[src/design/quaternion_julia_escape_iterate_assert.svh]
// Assertion macros for the quaternion Julia escape block.
// They expect signals named clk and arst_n in the using scope.
`ifndef QUATERNION_JULIA_ESCAPE_ITERATE_ASSERT_SVH
`define QUATERNION_JULIA_ESCAPE_ITERATE_ASSERT_SVH
`ifndef SYNTHESIS
`define QJE_ASSERT_NOW(lbl, pre, post) \
	lbl: assert property (@(posedge clk) disable iff (!arst_n) (pre) |-> (post)) \
		else $error("assertion failed");
`define QJE_ASSERT_NEXT(lbl, pre, post) \
	lbl: assert property (@(posedge clk) disable iff (!arst_n) (pre) |=> (post)) \
		else $error("assertion failed");
`else
`define QJE_ASSERT_NOW(lbl, pre, post)
`define QJE_ASSERT_NEXT(lbl, pre, post)
`endif
`endif

[src/design/qje_pkg.sv]
`default_nettype none
package qje_pkg;
	typedef logic signed [31:0] comp_t;
	typedef struct packed {
		comp_t x;
		comp_t y;
		comp_t z;
		comp_t w;
	} quat_t;
	typedef struct packed {
		quat_t q;
		logic  skip;
	} item_t;
	typedef struct packed {
		logic        vld;
		logic        over;
		logic [63:0] sq;
	} len_req_t;
	typedef enum logic [2:0] {
		REG_C_REAL = 3'd0,
		REG_C_I    = 3'd1,
		REG_C_J    = 3'd2,
		REG_C_K    = 3'd3,
		REG_RADIUS = 3'd4,
		REG_LIMIT  = 3'd5
	} reg_idx_t;
	localparam comp_t       RST_C_REAL = 32'sd5033165;
	localparam comp_t       RST_C_I    = 32'sd8388608;
	localparam comp_t       RST_C_J    = 32'sd6710886;
	localparam comp_t       RST_C_K    = 32'sd3355443;
	localparam logic [30:0] RST_RADIUS = 31'd67108864;
	localparam logic [7:0]  RST_LIMIT  = 8'd8;
endpackage
`default_nettype wire

[src/design/qje_sqrt.sv]
`default_nettype none
module qje_sqrt (
	input  logic              clk,
	input  logic              arst_n,
	input  qje_pkg::len_req_t len,
	output logic              len_rdy,
	output logic              res_vld,
	output logic [31:0]       res,
	input  logic              res_rdy
);
	import qje_pkg::*;

	typedef enum logic [1:0] {IDLE, RUN, OUT} state_t;

	state_t      state_q;
	logic [63:0] rad_q;
	logic [34:0] rem_q;
	logic [31:0] root_q;
	logic [4:0]  n_q;
	logic        over_q;
	logic [34:0] rem_n;
	logic [34:0] trial;

	assign rem_n   = {rem_q[32:0], rad_q[63:62]};
	assign trial   = {1'b0, root_q, 2'b01};
	assign len_rdy = (state_q == IDLE);
	assign res_vld = (state_q == OUT);
	assign res     = over_q ? '1 : root_q;

	always_ff @(posedge clk or negedge arst_n) begin
		if (!arst_n) begin
			state_q <= IDLE;
			rad_q   <= '0;
			rem_q   <= '0;
			root_q  <= '0;
			n_q     <= '0;
			over_q  <= 1'b0;
		end else begin
			case (state_q)
				IDLE: begin
					if (len.vld) begin
						rad_q   <= len.sq;
						over_q  <= len.over;
						rem_q   <= '0;
						root_q  <= '0;
						n_q     <= '0;
						state_q <= RUN;
					end
				end
				RUN: begin
					rad_q <= {rad_q[61:0], 2'b00};
					if (rem_n >= trial) begin
						rem_q  <= rem_n - trial;
						root_q <= {root_q[30:0], 1'b1};
					end else begin
						rem_q  <= rem_n;
						root_q <= {root_q[30:0], 1'b0};
					end
					n_q <= n_q + 5'd1;
					if (n_q == 5'd31) begin
						state_q <= OUT;
					end
				end
				OUT: begin
					if (res_rdy) begin
						state_q <= IDLE;
					end
				end
				default: state_q <= IDLE;
			endcase
		end
	end
endmodule
`default_nettype wire

[config.mk]
export PLATFORM = sky130hd
export DESIGN_NAME = qje_sqrt
export DESIGN_NICKNAME = d
export VERILOG_FILES = /design/src/design/quaternion_julia_escape_iterate_assert.svh /design/src/design/qje_pkg.sv /design/src/design/qje_sqrt.sv
export SDC_FILE = /design/constraint.sdc
export NUM_CORES = 1
export LEC_CHECK = 0
export ABC_CLOCK_PERIOD_IN_PS = 3600
export BUFFER_PORTS_ARGS = -buffer_cell sky130_fd_sc_hd__clkbuf_2
export CAP_MARGIN = 40
export CELL_PAD_IN_SITES_DETAIL_PLACEMENT = 1
export CELL_PAD_IN_SITES_GLOBAL_PLACEMENT = 1
export CORE_ASPECT_RATIO = 1.5
export CORE_MARGIN = 2
export CORE_UTILIZATION = 46
export CTS_BUF_LIST = sky130_fd_sc_hd__clkbuf_8
export CTS_CLUSTER_SIZE = 8
export DETAILED_ROUTE_END_ITERATION = 8
export GPL_ROUTABILITY_DRIVEN = 0
export MAX_ROUTING_LAYER = met4
export PLACE_DENSITY = 0.8
export SLEW_MARGIN = 20
export SYNTH_ARGS = -nofsm -noshare
export SYNTH_HDL_FRONTEND = slang
export SYNTH_SLANG_ARGS = --single-unit
[constraint.sdc]
create_clock -name clk -period 3.6 [get_ports clk]
set_clock_uncertainty 0.05 [all_clocks]
set_input_delay 0.54 -clock clk [delete_from_list [all_inputs] [get_ports clk]]
set_output_delay 0.54 -clock clk [all_outputs]
set_load 0.03 [all_outputs]
==> metrics.md <==
| Metric | Value |
|---|---|
| Critical path depth | 9 |
| Post-CTS Resized | 0 |
| Number of synthesized flops with an enable pin | 0 |
| DRC viols | 0 |
| Antenna viol nets, final | 0 |
| H-tree levels | 4 |
| Register area | 0.00343 sq mm |
| Worst setup SP type | flop |
| Mapped Area | 0.00801 sq mm |
| Drt first-iter violations | 252 |
| Avg Inst Size Synth | 8.69 sq um |
| Maximum fanout along the worst path | 11 |
| Cells after Synth | 922 |
| Area of the core | 0.0172 sq mm |
| Period utilization | 93.3% |
| Post-Syn Nets | 1027 |
| Reg clk slew, reported paths | 80 ps |
| PortBufs | 102 |
| Critical path required time | 3850 ps |
| P&R area growth vs syn | 13.2% |
| DP Wirelength | 15.8 mm |
| Io pins | 103 |
| Cell variety after synth | 56 |
| CTS tree | done |
| Min-delay worst type | in2async |
| DR WL/cell | 18.3 um |
| Fmax achieved | 298 MHz |
| Status | complete, no violations |
| NumNets Final | 1101 |
| CTS sink cnt | 137 |
| Area of the multi-input gates | 0.00418 sq mm |
| Critical Path Sink | rem_q[21] |
| Most common flop cell mapped by yosys | dfrtp_1 |
| Family with the most delay on the worst path | compound AO/OA/AOI/OAI gates |
| Final-report max-slew violation count | 0 |
| Root buffer cell | clkbuf_8 |
| Ys async rst share | 100% |
| Skew-Pair Late Insertion Delay | 460 ps |
| Via density | 5.77 |
| Crit-path cells | ha_1 > a21o_1 > a21o_1 > a21o_1 > a221oi_1 > o31a_1 > nand2_2 > nand2_1 > o21ai_0 |
| Num CTS Buffers | 17 |
| Crit path time final | 3360 ps |
| Vias in the first global route | 7447 |
| Critical Path End Type | flop |
| Relative max-transition margin | 44.8% |
| Seq/Total Area, Yosys | 42.8% |
| R2R cell count | 9 |
| Post-CTS Hold Buffers | 0 |
| Worst r2r src | rem_q[26] |
| Slew @ Worst Pin | 826 ps |
| YS warnings | 0 |
| CP max stage delay | 450 ps |
| Setup TNS | 0 ps |
| Synth Register Bits | 137 |
| Gr usage total | 25.3% |
| Die Wd | 112 um |
| Vias after detailed routing | 7047 |
| First-pass GRT wire length | 37.1 mm |
| CP dominant cell by count | a21o_1 |
| Maxcap violations | 0 |
| Final wirelength | 22.3 mm |
| First drt pass iteration count | 7 |
| Layout cells sized above 1 | 19.4% |
| R2R setup slack | 240 ps |
| Post-CTS Setup Bufs | 0 |
| Initial antenna violation count | 0 |
| Worst Path Buf+Inv | 0 |
| Ant. Diodes | 0 |
| RSZ-0062 raised after global routing | no |
| Setup crit start | rem_q[26] |
| Crit path kind | reg2reg |
| Final hold violation count | 0 |
| FP Rows | 59 |
| # setup viols final | 0 |
| Starting density of the core | 46.6% |
| Slowest stage cell, crit path | ha_1 |
| Grt ovf | 0 |
| Die Y | 166 um |
| WP data arrival | 3610 ps |
| Fill cell count | 2083 |
| Worst R2R End | rem_q[21] |
| Largest net degree at the start of global routing | 71 |
| Die area | 0.0185 sq mm |
| Max clock buf depth | 2 |
[worst min path at each step]
stage | start | to | cells past startpoint
2_1_floorplan | arst_n | n_q[0] | 0
3_3_place_gp | rad_q[45] | rad_q[45] | 2
3_5_place_dp | rad_q[41] | rad_q[41] | 2
4_1_cts | arst_n | rad_q[4] | 1
5_1_grt | arst_n | rad_q[4] | 1
6_report | arst_n | rad_q[10] | 1
[routing by layer]
layer  share of wire (%)  global-route usage, %
met5                   0                      -
met3                 3.0                   4.35
met2                  54                   45.2
met4                 2.3                   8.64
met1                  41                   28.3
[synthesized netlist by cell type, types with 6 or more instances]
cell      count  area [sq um]
nor2b_1       8          50.1
nand4_1      10          62.6
mux2i_1      18           180
buf_2         7          35.0
a21oi_1      37           185
ha_1         36           450
o21a_1        6          45.0
o21ai_0      84           420
a32oi_1       9          78.8
nor3_1        8          40.0
a21o_1       22           165
xnor2_1      13           114
xor2_1       10          87.6
clkbuf_1     46           173
nand2_1     182           683
dfrtp_1     137          3430
a22oi_1      62           465
inv_1        43           161
or2_2        34           213
and3_1       10          62.6
nor2_1       19          71.3
nand3_1      49           245
[layout by cell type, fill, tap and decap left out, types with 5 or more instances in the layout]
cell / Yosys / routed
mux2i_1: 18 / 18
or2_2: 34 / 34
nand3_1: 49 / 49
a22oi_1: 62 / 62
and3_1: 10 / 10
a21o_1: 22 / 22
clkbuf_2: 1 / 101
nand4_1: 10 / 10
xor2_1: 10 / 10
clkbuf_8: 0 / 17
a22o_1: 5 / 5
inv_1: 43 / 44
o21a_1: 6 / 6
nor3_1: 8 / 8
buf_4: 1 / 12
nor2b_1: 8 / 7
a21oi_1: 37 / 37
nor2_1: 19 / 18
a32oi_1: 9 / 9
ha_1: 36 / 36
dfrtp_1: 137 / 137
o21bai_1: 5 / 5
a31oi_1: 5 / 5
o21ai_0: 84 / 84
a211oi_1: 5 / 5
nand2_1: 182 / 182
xnor2_1: 13 / 13
[final cells by class]
cell class,instances,area share (%)
inverters,43,1.78
well taps,213,2.94
clock buffers,17,2.58
multi-input cells,681,46.0
flip-flops and latches,137,37.8
clock inverters,14,1.64
repair buffers,116,7.22
[registers in the layout, indices dropped and copies added, names as in the netlist]
name	cells
root_q	32
over_q	1
state_q	2
n_q	5
rad_q	64
rem_q	33
[logic make-up after synthesis]
| group | synth area share [%] |
|---|---|
| buf+inv | 5.33 |
| xor+xnor | 2.51 |
| fa+ha+maj | 5.62 |
| flops | 42.8 |
| mux | 2.39 |
| compound gates | 21.9 |
| simple gates | 19.5 |
[per-stage QoR]
step                      util, %  std cells  hold WS [ps]  setup slack [ps]  area [sq um]
after floorplan                 -        922           194               736          8010
after global placement       50.3       1189           408               441          8660
after detailed placement     50.5       1190           416               338          8690
after CTS                    52.7       1221          55.2               285          9070
after global routing         52.7       1221          59.7              56.4          9070
final                        52.7       1221          28.1               240          9070
Power is left out: the tool's default activity adds up to more than one toggle a clock period on the data nets, which glitch-free logic cannot reach.
