==> config.mk <==
export PLATFORM = sky130hd
export DESIGN_NAME = qje_front
export DESIGN_NICKNAME = d
export VERILOG_FILES = /design/src/design/quaternion_julia_escape_iterate_assert.svh /design/src/design/qje_pkg.sv /design/src/design/qje_fifo.sv /design/src/design/qje_front.sv
export SDC_FILE = /design/constraint.sdc
export NUM_CORES = 1
export LEC_CHECK = 0
export BUFFER_PORTS_ARGS = -buffer_cell sky130_fd_sc_hd__buf_2
export CAP_MARGIN = 30
export CORE_MARGIN = 3
export CORE_UTILIZATION = 50
export DETAILED_ROUTE_END_ITERATION = 8
export GPL_ROUTABILITY_DRIVEN = 0
export PLACE_DENSITY = 0.74
export SYNTH_ARGS = -nofsm -noshare
export SYNTH_HDL_FRONTEND = slang
export SYNTH_SLANG_ARGS = --single-unit
==> constraint.sdc <==
create_clock -name clk -period 8.6 [get_ports clk]
set_input_delay 0.43 -clock clk [delete_from_list [all_inputs] [get_ports clk]]
set_output_delay 0.43 -clock clk [all_outputs]
set_load 0.005 [all_outputs]
==> src/design/quaternion_julia_escape_iterate_assert.svh <==
// Assertion macros for the quaternion Julia escape block.
// They expect signals named clk and arst_n in the using scope.
`ifndef QUATERNION_JULIA_ESCAPE_ITERATE_ASSERT_SVH
`define QUATERNION_JULIA_ESCAPE_ITERATE_ASSERT_SVH
`ifndef SYNTHESIS
`define QJE_ASSERT_NOW(lbl, pre, post) \
	lbl: assert property (@(posedge clk) disable iff (!arst_n) (pre) |-> (post)) \
		else $error("assertion failed");
`define QJE_ASSERT_NEXT(lbl, pre, post) \
	lbl: assert property (@(posedge clk) disable iff (!arst_n) (pre) |=> (post)) \
		else $error("assertion failed");
`else
`define QJE_ASSERT_NOW(lbl, pre, post)
`define QJE_ASSERT_NEXT(lbl, pre, post)
`endif
`endif

==> src/design/qje_pkg.sv <==
`default_nettype none
package qje_pkg;
	typedef logic signed [31:0] comp_t;
	typedef struct packed {
		comp_t x;
		comp_t y;
		comp_t z;
		comp_t w;
	} quat_t;
	typedef struct packed {
		quat_t q;
		logic  skip;
	} item_t;
	typedef struct packed {
		logic        vld;
		logic        over;
		logic [63:0] sq;
	} len_req_t;
	typedef enum logic [2:0] {
		REG_C_REAL = 3'd0,
		REG_C_I    = 3'd1,
		REG_C_J    = 3'd2,
		REG_C_K    = 3'd3,
		REG_RADIUS = 3'd4,
		REG_LIMIT  = 3'd5
	} reg_idx_t;
	localparam comp_t       RST_C_REAL = 32'sd5033165;
	localparam comp_t       RST_C_I    = 32'sd8388608;
	localparam comp_t       RST_C_J    = 32'sd6710886;
	localparam comp_t       RST_C_K    = 32'sd3355443;
	localparam logic [30:0] RST_RADIUS = 31'd67108864;
	localparam logic [7:0]  RST_LIMIT  = 8'd8;
endpackage
`default_nettype wire

==> src/design/qje_fifo.sv <==
`default_nettype none
module qje_fifo #(
	parameter int WIDTH = 8,
	parameter int DEPTH = 2
) (
	input  logic             clk,
	input  logic             arst_n,
	input  logic             push,
	input  logic [WIDTH-1:0] din,
	output logic             full,
	input  logic             pop,
	output logic [WIDTH-1:0] dout,
	output logic             empty
);
	localparam int PW = (DEPTH > 1) ? $clog2(DEPTH) : 1;
	localparam int CW = $clog2(DEPTH + 1);

	logic [WIDTH-1:0] mem_q [DEPTH];
	logic [PW-1:0]    wp_q;
	logic [PW-1:0]    rp_q;
	logic [CW-1:0]    cnt_q;
	logic             do_push;
	logic             do_pop;

	assign full    = (cnt_q == CW'(DEPTH));
	assign empty   = (cnt_q == '0);
	assign do_push = push && !full;
	assign do_pop  = pop && !empty;
	assign dout    = mem_q[rp_q];

	always_ff @(posedge clk) begin
		if (do_push) begin
			mem_q[wp_q] <= din;
		end
	end

	always_ff @(posedge clk or negedge arst_n) begin
		if (!arst_n) begin
			wp_q  <= '0;
			rp_q  <= '0;
			cnt_q <= '0;
		end else begin
			if (do_push) begin
				wp_q <= (wp_q == PW'(DEPTH - 1)) ? '0 : wp_q + 1'b1;
			end
			if (do_pop) begin
				rp_q <= (rp_q == PW'(DEPTH - 1)) ? '0 : rp_q + 1'b1;
			end
			if (do_push && !do_pop) begin
				cnt_q <= cnt_q + 1'b1;
			end else if (do_pop && !do_push) begin
				cnt_q <= cnt_q - 1'b1;
			end
		end
	end
endmodule
`default_nettype wire

==> src/design/qje_front.sv <==
`default_nettype none
module qje_front (
	input  logic            clk,
	input  logic            arst_n,
	input  logic            push,
	output logic            full,
	input  qje_pkg::quat_t  start,
	input  logic [7:0]      limit,
	output qje_pkg::item_t  item,
	output logic            item_vld,
	input  logic            item_pop
);
	import qje_pkg::*;

	item_t in_item;
	logic  q_empty;

	// tag points that skip the iteration loop entirely
	assign in_item.q    = start;
	assign in_item.skip = (limit == '0);
	assign item_vld     = !q_empty;

	qje_fifo #(
		.WIDTH($bits(item_t)),
		.DEPTH(2)
	) u_q (
		.clk   (clk),
		.arst_n(arst_n),
		.push  (push),
		.din   (in_item),
		.full  (full),
		.pop   (item_pop),
		.dout  (item),
		.empty (q_empty)
	);
endmodule
`default_nettype wire

==> results.json <==
{
  "ys_warn_count": 0,
  "multi_input_area_um2": 1570,
  "tightest_slew_ns": 0.864,
  "syn_area_um2": 9550,
  "grt_max_degree": 74,
  "fillCellCount": 1254,
  "finalWorstSetupSlack_ns": 5.26,
  "die-area_um2": 20800,
  "place_ws_ns": 5.27,
  "fin_crit_sh_pct": 38.8,
  "worst_clock_skew_ns": 0.0145,
  "critPathLaunchType": "register",
  "path_class": "reg2out",
  "via_per_inst": 5.13,
  "cap_violations": 0,
  "seq_area_um2": 7850,
  "rrSetupSlack_ns": 5.82,
  "crit_buf_inv": 2,
  "rsz0062_at_grt": "false",
  "hold_path_end": "u_q.mem_q[1][101]",
  "hold_class": "in2reg",
  "dp_cells": 912,
  "grt_antenna_before_repair": 2,
  "ys_seq_area_share_pct": 82.2,
  "initial_utilization_pct": 52.1,
  "synthDistinctLibCells": 16,
  "grt_pass1_vias": 5200,
  "p_leak_nw": 4.50,
  "cp_cell_sequence": "buf_4 -> mux2_2 -> buf_2",
  "ys_ff_latch": 262,
  "grt_first_pass_wirelength_mm": 27.0,
  "synthTopCellsByArea": "edfxtp_1 81%, mux2_2 15%, buf_6 1.2%",
  "r2r-start": "u_q.cnt_q[0]",
  "required_ns": 8.17,
  "die_h_um": 144,
  "drt_first_pass_iters": 4,
  "portBuffers": 270,
  "cp_slowest_stage_delay_ns": 0.98,
  "r2r_end": "u_q.mem_q[0][26]",
  "yosys.area.top_type": "edfxtp_1",
  "slew_headroom_pct": 42.4,
  "numCtsBuffers": 26,
  "worst-path-stages": 3,
  "path_delay_family": "flip-flops",
  "ios": 271,
  "wirelength_mm": 18.6,
  "place_hpwl_mm": 12.3,
  "cts_sinks": 262,
  "clk-insertion-delay-late_ns": 0.52,
  "vias": 4932,
  "worstPathMaxFanout": 67,
  "tritoncts": "built",
  "drt_iter0_drc": 186,
  "instances_no_fill": 962,
  "die_w_um": 144,
  "worst_setup_path_end_kind": "primary output",
  "wire_per_inst_um": 19.3,
  "grt_usage_pct": 16.6,
  "cts.clk_slew.worst_paths_ns": 0.06,
  "fin_nets": 855,
  "timing.final.crit_period_ns": 3.34,
  "arrival_ns": 2.91,
  "drive_gt1_share_pct": 60.5,
  "worstHoldStart": "start[100]",
  "power.density_nw_per_um2": 328,
  "layout.cells.most_common": "buf_2",
  "hold_path_depth": 1,
  "setup_viol": 0,
  "root_buffer": "clkbuf_16",
  "core_um2": 18300,
  "setup_tns_ns": 0,
  "total_power_mw": 3.92,
  "maxSlewViolCount": 0,
  "ir_worst_vdd_v": 0.000244,
  "rr_worst_depth": 6,
  "avgSynthCellArea_um2": 22.6,
  "hold_viol": 0,
  "grt-ovfl-total": 0,
  "synthCells": 423,
  "postCtsSetupRepairBufs": 0,
  "htree_levels": 1,
  "critPathSlowestCell": "dfrtp_4",
  "rows": 49,
  "ant_nets": 0,
  "netlist.area_leader.share_pct": 81.1,
  "fmax_ghz": 0.300,
  "syn-num-nets": 564,
  "layout_common_cells": "270 x buf_2, 258 x edfxtp_1, 129 x mux2_2, 27 x clkbuf_16",
  "status": "complete, no violations",
  "synthToLayoutAreaGrowth_pct": 25.0,
  "clock_path_buffers": 3,
  "drc": 0
}
metrics by stage:
step,utilization (%),area (um^2),hold WS [ns]
6_report,65.1,11900,0.0997
5_1_grt,65.1,11900,0.0789
4_1_cts,64.8,11900,0.0685
3_5_place_dp,60.6,11100,0.244
3_3_place_gp,60.6,11100,0.238
2_1_floorplan,-,9550,0.134
logic make-up (layout without fill, tap and decap cells):
kind of cell	count (synthesis)	after routing	share of synthesized area (%)
xor+xnor	5	5	0.459
flops	262	262	82.2
mux	129	129	15.2
fa+ha+maj	1	1	0.131
other cells	0	2	0
simple gates	10	10	0.550
buf+inv	16	324	1.49
repair_timing:
action / in CTS / in global routing
hold buffers: 1 / 0
endpoints found under the hold margin: 4 / 0
resized for setup: 0 / 0
endpoints found under the setup margin: 0 / 0
worst max-delay path by stage:
stage / from / to
3_3_place_gp: u_q.cnt_q[0] / u_q.mem_q[0][60]
6_report: u_q.rp_q / item[7]
2_1_floorplan: u_q.cnt_q[0] / u_q.mem_q[0][0]
3_5_place_dp: u_q.cnt_q[0] / u_q.mem_q[0][88]
5_1_grt: u_q.rp_q / item[63]
4_1_cts: u_q.rp_q / item[63]
cell type report:
class / instances / share of cell area, %
Clock buffer: 33 / 5.85
Clock inverter: 12 / 0.650
Multi-Input combinational cell: 145 / 13.2
Antenna cell: 2 / 0.0419
Sequential cell: 262 / 65.8
Inverter: 2 / 0.0629
Tap cell: 229 / 2.40
Timing Repair Buffer: 277 / 12.1
Yosys cell counts, drive strengths merged:
| cell type | instances |
|---|---|
| edfxtp | 258 |
| mux2 | 129 |
| buf | 14 |
| dfrtp | 4 |
| nor2 | 3 |
| xnor2 | 3 |
| inv | 2 |
| nand2 | 2 |
| or4 | 2 |
| xor2 | 2 |
| and3 | 1 |
| ha | 1 |
| nand2b | 1 |
| or2 | 1 |
flip-flops by register name (all words and copies together) (netlist names):
| name | count |
|---|---|
| u_q.wp_q | 1 |
| u_q.rp_q | 1 |
| u_q.cnt_q | 2 |
| u_q.mem_q | 258 |
where the power goes:
| group | internal (mW) | switching (mW) | total, mW |
|---|---|---|---|
| Sequential | 1.75 | 0.122 | 1.87 |
| Combinational | 0.527 | 0.498 | 1.02 |
| Clock | 0.598 | 0.428 | 1.03 |
| Total | 2.87 | 1.05 | 3.92 |
layer usage:
layer / global-route usage [%] / part of all wire (%) / up-vias / wire length [um]
li1: - / - / 2268 / -
met1: 20.3 / 38 / 2400 / 7000
met2: 28.3 / 50 / 221 / 9310
met3: 5.42 / 9.4 / 41 / 1740
met4: 5.50 / 2.9 / 2 / 539
met5: 0 / 0.038 / - / 7
(Power assumes the default switching activity.)
