===== src/design/quaternion_julia_escape_iterate_assert.svh =====
// Assertion macros for the quaternion Julia escape block.
// They expect signals named clk and arst_n in the using scope.
`ifndef QUATERNION_JULIA_ESCAPE_ITERATE_ASSERT_SVH
`define QUATERNION_JULIA_ESCAPE_ITERATE_ASSERT_SVH
`ifndef SYNTHESIS
`define QJE_ASSERT_NOW(lbl, pre, post) \
	lbl: assert property (@(posedge clk) disable iff (!arst_n) (pre) |-> (post)) \
		else $error("assertion failed");
`define QJE_ASSERT_NEXT(lbl, pre, post) \
	lbl: assert property (@(posedge clk) disable iff (!arst_n) (pre) |=> (post)) \
		else $error("assertion failed");
`else
`define QJE_ASSERT_NOW(lbl, pre, post)
`define QJE_ASSERT_NEXT(lbl, pre, post)
`endif
`endif


===== src/design/qje_fifo.sv =====
`default_nettype none
module qje_fifo #(
	parameter int WIDTH = 8,
	parameter int DEPTH = 2
) (
	input  logic             clk,
	input  logic             arst_n,
	input  logic             push,
	input  logic [WIDTH-1:0] din,
	output logic             full,
	input  logic             pop,
	output logic [WIDTH-1:0] dout,
	output logic             empty
);
	localparam int PW = (DEPTH > 1) ? $clog2(DEPTH) : 1;
	localparam int CW = $clog2(DEPTH + 1);

	logic [WIDTH-1:0] mem_q [DEPTH];
	logic [PW-1:0]    wp_q;
	logic [PW-1:0]    rp_q;
	logic [CW-1:0]    cnt_q;
	logic             do_push;
	logic             do_pop;

	assign full    = (cnt_q == CW'(DEPTH));
	assign empty   = (cnt_q == '0);
	assign do_push = push && !full;
	assign do_pop  = pop && !empty;
	assign dout    = mem_q[rp_q];

	always_ff @(posedge clk) begin
		if (do_push) begin
			mem_q[wp_q] <= din;
		end
	end

	always_ff @(posedge clk or negedge arst_n) begin
		if (!arst_n) begin
			wp_q  <= '0;
			rp_q  <= '0;
			cnt_q <= '0;
		end else begin
			if (do_push) begin
				wp_q <= (wp_q == PW'(DEPTH - 1)) ? '0 : wp_q + 1'b1;
			end
			if (do_pop) begin
				rp_q <= (rp_q == PW'(DEPTH - 1)) ? '0 : rp_q + 1'b1;
			end
			if (do_push && !do_pop) begin
				cnt_q <= cnt_q + 1'b1;
			end else if (do_pop && !do_push) begin
				cnt_q <= cnt_q - 1'b1;
			end
		end
	end
endmodule
`default_nettype wire


===== config.mk =====
export PLATFORM = sky130hd
export DESIGN_NAME = qje_fifo
export DESIGN_NICKNAME = d
export VERILOG_FILES = /design/src/design/quaternion_julia_escape_iterate_assert.svh /design/src/design/qje_fifo.sv
export SDC_FILE = /design/constraint.sdc
export NUM_CORES = 1
export LEC_CHECK = 0
export BUFFER_PORTS_ARGS = -buffer_cell sky130_fd_sc_hd__buf_2
export CELL_PAD_IN_SITES_DETAIL_PLACEMENT = 0
export CELL_PAD_IN_SITES_GLOBAL_PLACEMENT = 1
export CORE_MARGIN = 5
export CORE_UTILIZATION = 25
export CTS_CLUSTER_SIZE = 8
export DETAILED_ROUTE_END_ITERATION = 7
export PLACE_DENSITY = 0.6
export SLEW_MARGIN = 40
export SYNTH_ARGS = -nofsm -noshare
export SYNTH_HDL_FRONTEND = slang
export SYNTH_SLANG_ARGS = --single-unit

===== constraint.sdc =====
create_clock -name clk -period 3.1 [get_ports clk]
set_clock_uncertainty 0.15 [all_clocks]
set_input_delay 0.155 -clock clk [delete_from_list [all_inputs] [get_ports clk]]
set_output_delay 0.155 -clock clk [all_outputs]
set_load 0.02 [all_outputs]

==> results of run 1 <==
[layer usage]
layer	track usage	vias up	part of all wire
met1	0.0817	209	0.46
met4	0.0381	0	0.0088
met5	0	-	0
met2	0.121	14	0.47
met3	0.0204	2	0.058
li1	-	227	-
[through the flow]
step                cell area (µm²)  power, µW  std cells   util
floorplan                       782        668         44      -
CTS                            1060        910        122  0.351
global route                   1060        945        122  0.351
detailed placement              937        772        108  0.310
finish                         1060        897        122  0.351
global placement                937        762        108  0.310
[power groups by stage]
stage               sequential [µW]  combinational [µW]  clock [µW]
CTS                             438                 341         131
global route                    446                 357         142
floorplan                       409                 259           0
finish                          436                 333         129
global placement                439                 323           0
detailed placement              445                 327           0
[registers in the layout, indices dropped and copies added, names as in the netlist]
signal,cells
cnt_q,2
mem_q,16
rp_q,1
wp_q,1
[cell families after synthesis]
logic type | Yosys count
buffers and inverters | 3
DFF | 20
xor gates and xnor gates | 5
muxes | 8
adders and majority gates | 1
AOI/OAI and AO/OA | 1
and+or+nand+nor | 6
[cell usage in the layout (no fill, tap or decap), drive strengths merged]
master	Yosys	routed
inv	2	2
mux2	8	8
ha	1	1
o21ai	1	1
and3	1	1
xnor2	3	3
xor2	2	2
edfxtp	16	16
clkbuf	0	3
nor2	3	3
nand2	1	1
buf	1	21
dfrtp	4	4
dlygate4sd3	0	10
nand2b	1	1
clkinv	0	1
[repair_timing]
item                       4_1_cts  5_1_grt
setup endpoints to repair        0        0
hold endpoints to repair        21        0
hold buffers                    10        0
[area by class of cell]
type                       count  area [µm²]
clock buffer                   3        22.5
clock inverter                 1        3.75
fill                         303        1960
inverter                       2        7.51
multi-input combinational     21         189
sequential                    20         581
tap                           44        55.1
timing repair buffer          31         205
[critical path: stages, from the launching register on]
cell and delay, ps:
dfrtp_1 440, nand2b_1 190, nand2_2 100, nor2_1 550
[path summary, 6_finish.rpt]
path	depth (start not counted)	to	slack [ps]	start
worst max register to register	3	mem_q[0][2]$_DFFE_PP_	1320	cnt_q[0]$_DFFE_PN0P_
worst min-delay path	2	cnt_q[1]$_DFFE_PN0P_	20	arst_n
max in group asynchronous	2	wp_q$_DFFE_PN0N_	2660	arst_n
worst max-delay path	3	mem_q[0][2]$_DFFE_PP_	1320	cnt_q[0]$_DFFE_PN0P_
worst min register to register	1	wp_q$_DFFE_PN0N_	390	wp_q$_DFFE_PN0N_
min in group clk	3	rp_q$_DFFE_PN0P_	40	pop
==> flow_metrics.py, run 1 <==
metrics = {
    "pwr": {
        "combPwrFrac": 0.371,
        "p_per_area_nw_per_um2": 843,
        "leakage_uw": 0.000431,
        "p_clk_frac": 0.144,
        "p_sw_uw": 328,
        "p_sw_frac": 0.366,
        "pwr-share-seq": 0.486,
        "ir_drop_uv": 382,
        "cellInternalPower_uw": 569,
    },
    "sta": {
        "drv_slew": 0,
        "rsz0062_at_grt": "false",
        "fin_hold_ws_ps": 16.2,
        "fin_setup_tns_ps": 0,
        "fmax_mhz": 562,
        "fin_crit_sh": 0.574,
        "layout_setup_ws_ps": 1320,
        "tightest_slew_ps": 710,
        "setup_viol_count_final": 0,
        "finalHoldViolCount": 0,
        "max-slew-margin-rel": 0.525,
        "finalCriticalPeriod_ps": 1780,
    },
    "routing": {
        "post_drt_wl_per_cell_um": 12.1,
        "dr.pass1.iters": 3,
        "drt-initial-drc-count": 7,
        "vias_per_cell": 3.70,
        "drc": 0,
        "routed-via-count": 452,
        "ant_nets": 0,
        "routed_wl_mm": 1.48,
    },
    "grt": {
        "grt_pass1_vias": 534,
        "grt_max_degree": 12,
        "grt_pass1_wl_mm": 2.27,
        "grt-ovfl-total": 0,
        "track_usage": 0.0719,
        "antenna_found_initial": 0,
    },
    "worst_setup_path": {
        "cp_data_arrival_time_ps": 1570,
        "worst_ep_required_time_ps": 2890,
        "cp_max_fo": 8,
        "startpoint_type": "flip-flop",
        "crit_path_end_kind": "flip-flop",
        "critical_path_class": "flip-flop to flip-flop",
    },
    "placement": {
        "place.gp.congestion": 0.601,
        "port_buffers": 21,
        "dpl.hpwl_mm": 1.08,
        "dp_slack_ps": 1300,
    },
    "die": {
        "ioPinCount": 22,
        "design.die.area_um2": 4350,
        "num_rows": 20,
        "core_area_um2": 3030,
        "die_w_um": 65.9,
        "start_util": 0.258,
        "chipHeight_um": 65.9,
    },
    "layout": {
        "area_growth_pct": 36.0,
        "antenna_cells": 0,
        "fin_nets": 92,
        "drive_gt1_frac": 0.359,
    },
    "run_status": {
        "status": "finished clean",
    },
    "clock_network": {
        "cts_resized": 0,
        "cts_setup_buffers": 0,
        "cts.sinks": 20,
        "cts-root-buf": "clkbuf_4",
        "clk_latency_ps": 300,
        "clockBufferDepth": 2,
        "cts_tree": "built",
        "clkTransAtPathRegs_ps": 120,
        "cts_buffers": 3,
        "htreeDepth": 1,
    },
    "synth": {
        "synth_seq_area_share": 0.742,
        "syn-cell-area_um2": 782,
        "synth_top_area_frac": 0.614,
        "yosys-top-cells-count": "edfxtp_1 (16), mux2_1 (6), dfrtp_1 (4)",
        "synthSimpleGateAreaFrac": 0.0384,
        "synth_compound_area_frac": 0.00640,
        "ys_warn_count": 0,
        "ys_top_cells_by_area": "edfxtp_1 (61%), dfrtp_1 (13%), mux2_1 (8.6%)",
        "synth-xor-area-share": 0.0656,
        "synth_edf_count": 16,
        "synth_top_family_by_area": "multiplexers",
        "yosysUniqueCellTypes": 15,
        "synth.area.mux_share": 0.115,
        "avgSynthCellArea_um2": 17.8,
        "async_flop_share": 0.200,
        "synth-main-ff-cell": "edfxtp_1",
        "yosysTopAreaCell": "edfxtp_1",
        "synthCells": 44,
        "synth_adder_area_share": 0.0160,
        "synthMostInstantiatedCell": "edfxtp_1",
        "syn_nets": 57,
        "ys_ff_latch": 20,
    },
    "min_path": {
        "hold_class": "input pin to asynchronous set/reset pin",
    },
    "run": {
        "cap_viol_max_count": 0,
    },
}
Note: power is estimated with default switching activity, not from simulation.
==> run 2, diff against run 1 <==
--- a/config.mk
+++ b/config.mk
@@ -12,7 +12,7 @@
 export CORE_UTILIZATION = 25
 export CTS_CLUSTER_SIZE = 8
 export DETAILED_ROUTE_END_ITERATION = 7
-export PLACE_DENSITY = 0.6
+export PLACE_DENSITY = 0.62
 export SLEW_MARGIN = 40
 export SYNTH_ARGS = -nofsm -noshare
 export SYNTH_HDL_FRONTEND = slang
==> constraint.sdc (replaced) <==
create_clock -name clk -period 1.4 [get_ports clk]
set_clock_uncertainty 0.15 [all_clocks]
set_input_delay 0.07 -clock clk [delete_from_list [all_inputs] [get_ports clk]]
set_output_delay 0.07 -clock clk [all_outputs]
set_load 0.02 [all_outputs]
==> run 2 against run 1 <==
  * The flow now finishes with violations (negative setup slack)
  * Largest power group is now combinational logic
  * Global-route usage rose by 0.54 points
  * Cell count grew 9.8%
  * Register-to-register slack lost 1400 ps
  * Design area is 24% higher
  * Combinational power rose to 4.3 times the previous value
  * Clock power increased by 110%
  * Critical path depth is the same
  * Sequential share of layout area fell by 10 points
  * Sequential power rose by 120%
  * Flip-flop and latch count is the same
  * Largest cell class unchanged
  * Via count up 12%
==> flow_metrics.py, run 2 (same netlist as run 1, synthesis figures left out) <==
metrics = {
    "pwr": {
        "leakage_uw": 0.000556,
        "p_per_area_nw_per_um2": 2020,
        "ir_drop_uv": 876,
        "total_power_uw": 2650,
    },
    "die": {
        "start_util": 0.258,
        "core_area_um2": 3030,
        "die_w_um": 65.9,
        "num_rows": 20,
        "design.die.area_um2": 4350,
        "chipHeight_um": 65.9,
        "ioPinCount": 22,
    },
    "run_status": {
        "status": "complete, but fails checks",
        "violations": "negative setup slack",
    },
    "worst_setup_path": {
        "cp_data_arrival_time_ps": 1300,
        "startpoint_type": "flip-flop",
        "r2r_cells": 7,
        "worst_ep_required_time_ps": 1180,
        "cp_max_fo": 3,
        "critical_path_class": "flip-flop to output port",
        "crit_path_end_kind": "output port",
        "regToRegStartpoint": "cnt_q[0]$_DFFE_PN0P_",
        "regToRegSetupSlack_ps": -110,
        "r2r_end": "cnt_q[1]$_DFFE_PN0P_",
    },
    "min_path": {
        "hold_depth": 4,
        "holdCritStartpoint": "pop",
        "holdPathEnd": "rp_q$_DFFE_PN0P_",
        "hold_class": "input pin to flip-flop",
    },
    "sta": {
        "layout_setup_ws_ps": -117,
        "drv_slew": 0,
        "max-slew-margin-rel": 0.853,
        "fin_setup_tns_ps": -989,
        "setup_viol_count_final": 13,
        "rsz0062_at_grt": "true",
        "fin_crit_sh": 1.08,
        "finalCriticalPeriod_ps": 1520,
        "fmax_mhz": 659,
        "tightest_slew_ps": 219,
        "finalHoldViolCount": 0,
    },
    "layout": {
        "drive_gt1_frac": 0.589,
        "final_cell_mix": "edfxtp_1 (16), buf_6 (13), buf_2 (12), dlygate4sd3_1 (11), mux2_4 (7)",
        "largest_reg_flops": 16,
        "fin_nets": 105,
        "fin_area_um2": 1320,
        "area_growth_pct": 68.2,
        "top_regs": "mem_q: 16 flops, cnt_q: 2 flops",
        "layout_commonest_cell": "edfxtp_1",
        "antenna_cells": 0,
        "largest_register": "mem_q",
    },
    "run": {
        "cap_viol_max_count": 0,
    },
    "grt": {
        "grt_pass1_vias": 542,
        "grt_max_degree": 11,
        "antenna_found_initial": 0,
        "grt-ovfl-total": 0,
        "track_usage": 0.0773,
        "grt_pass1_wl_mm": 2.45,
    },
    "clock_network": {
        "clockBufferDepth": 2,
        "clkTransAtPathRegs_ps": 100,
        "cts_buffers": 3,
        "cts-root-buf": "clkbuf_4",
        "clk_latency_ps": 290,
        "htreeDepth": 1,
        "cts_tree": "built",
        "cts.sinks": 20,
    },
    "routing": {
        "drt-initial-drc-count": 7,
        "routed_wl_mm": 1.64,
        "post_drt_wl_per_cell_um": 12.2,
        "drc": 0,
        "ant_nets": 0,
        "vias_per_cell": 3.79,
        "routed-via-count": 508,
        "dr.pass1.iters": 2,
    },
    "placement": {
        "dpl.hpwl_mm": 1.08,
        "place.gp.congestion": 0.695,
        "port_buffers": 21,
        "dp_slack_ps": -95.8,
        "place_area_um2": 1040,
    },
}
## run 2: cell type report
type / instances / area [µm²]
tap: 44 / 55.1
sequential: 20 / 583
timing repair buffer: 44 / 402
inverter: 2 / 7.51
multi-input combinational: 21 / 245
fill: 283 / 1710
clock buffer: 3 / 22.5
## run 2: routing by layer
| metal | GRT usage | share of wire | vias to the layer above |
|---|---|---|---|
| li1 | - | - | 249 |
| met2 | 0.140 | 0.51 | 16 |
| met1 | 0.0860 | 0.41 | 241 |
| met4 | 0.0305 | 0.0049 | 0 |
| met5 | 0 | 0 | - |
| met3 | 0.0187 | 0.071 | 2 |
## run 2: power breakdown
| part | internal (µW) | total (µW) | switching, µW | leakage, µW |
|---|---|---|---|---|
| sequential | 838 | 947 | 110 | 0.000193 |
| clock | 100 | 265 | 165 | 0.0000138 |
| combinational | 840 | 1440 | 600 | 0.000349 |
## run 2: worst max-delay path by stage
stage | startpoint | to | slack [ps] | cells past startpoint
floorplan | cnt_q[0]$_DFFE_PN0P_ | cnt_q[1]$_DFFE_PN0P_ | -50 | 7
global placement | cnt_q[1]$_DFFE_PN0P_ | cnt_q[1]$_DFFE_PN0P_ | -40 | 5
detailed placement | cnt_q[0]$_DFFE_PN0P_ | cnt_q[1]$_DFFE_PN0P_ | -100 | 7
CTS | rp_q$_DFFE_PN0P_ | dout[6] | -120 | 3
global route | cnt_q[0]$_DFFE_PN0P_ | cnt_q[1]$_DFFE_PN0P_ | -220 | 7
finish | rp_q$_DFFE_PN0P_ | dout[1] | -120 | 3
## run 2: critical path: stages, from the launching register on
cell and delay, ps:
dfrtp_2 440, buf_6 140, mux2_4 300, buf_6 130
## run 2: per-stage QoR
step,hold WS (ps),util,std cells
5_1_grt,53.8,0.434,134
2_1_floorplan,-376,-,44
6_report,48.1,0.434,134
3_3_place_gp,-262,0.343,116
4_1_cts,40.9,0.427,134
3_5_place_dp,-263,0.343,116
## run 2: timing repair
item | CTS | global route
setup buffers | 4 | 0
pin swaps | 1 | 0
cloned | 0 | 0
setup endpoints to repair | 17 | 27
endpoints found under the hold margin | 21 | 0
resized for setup | 28 | 7
hold buffers | 11 | 0
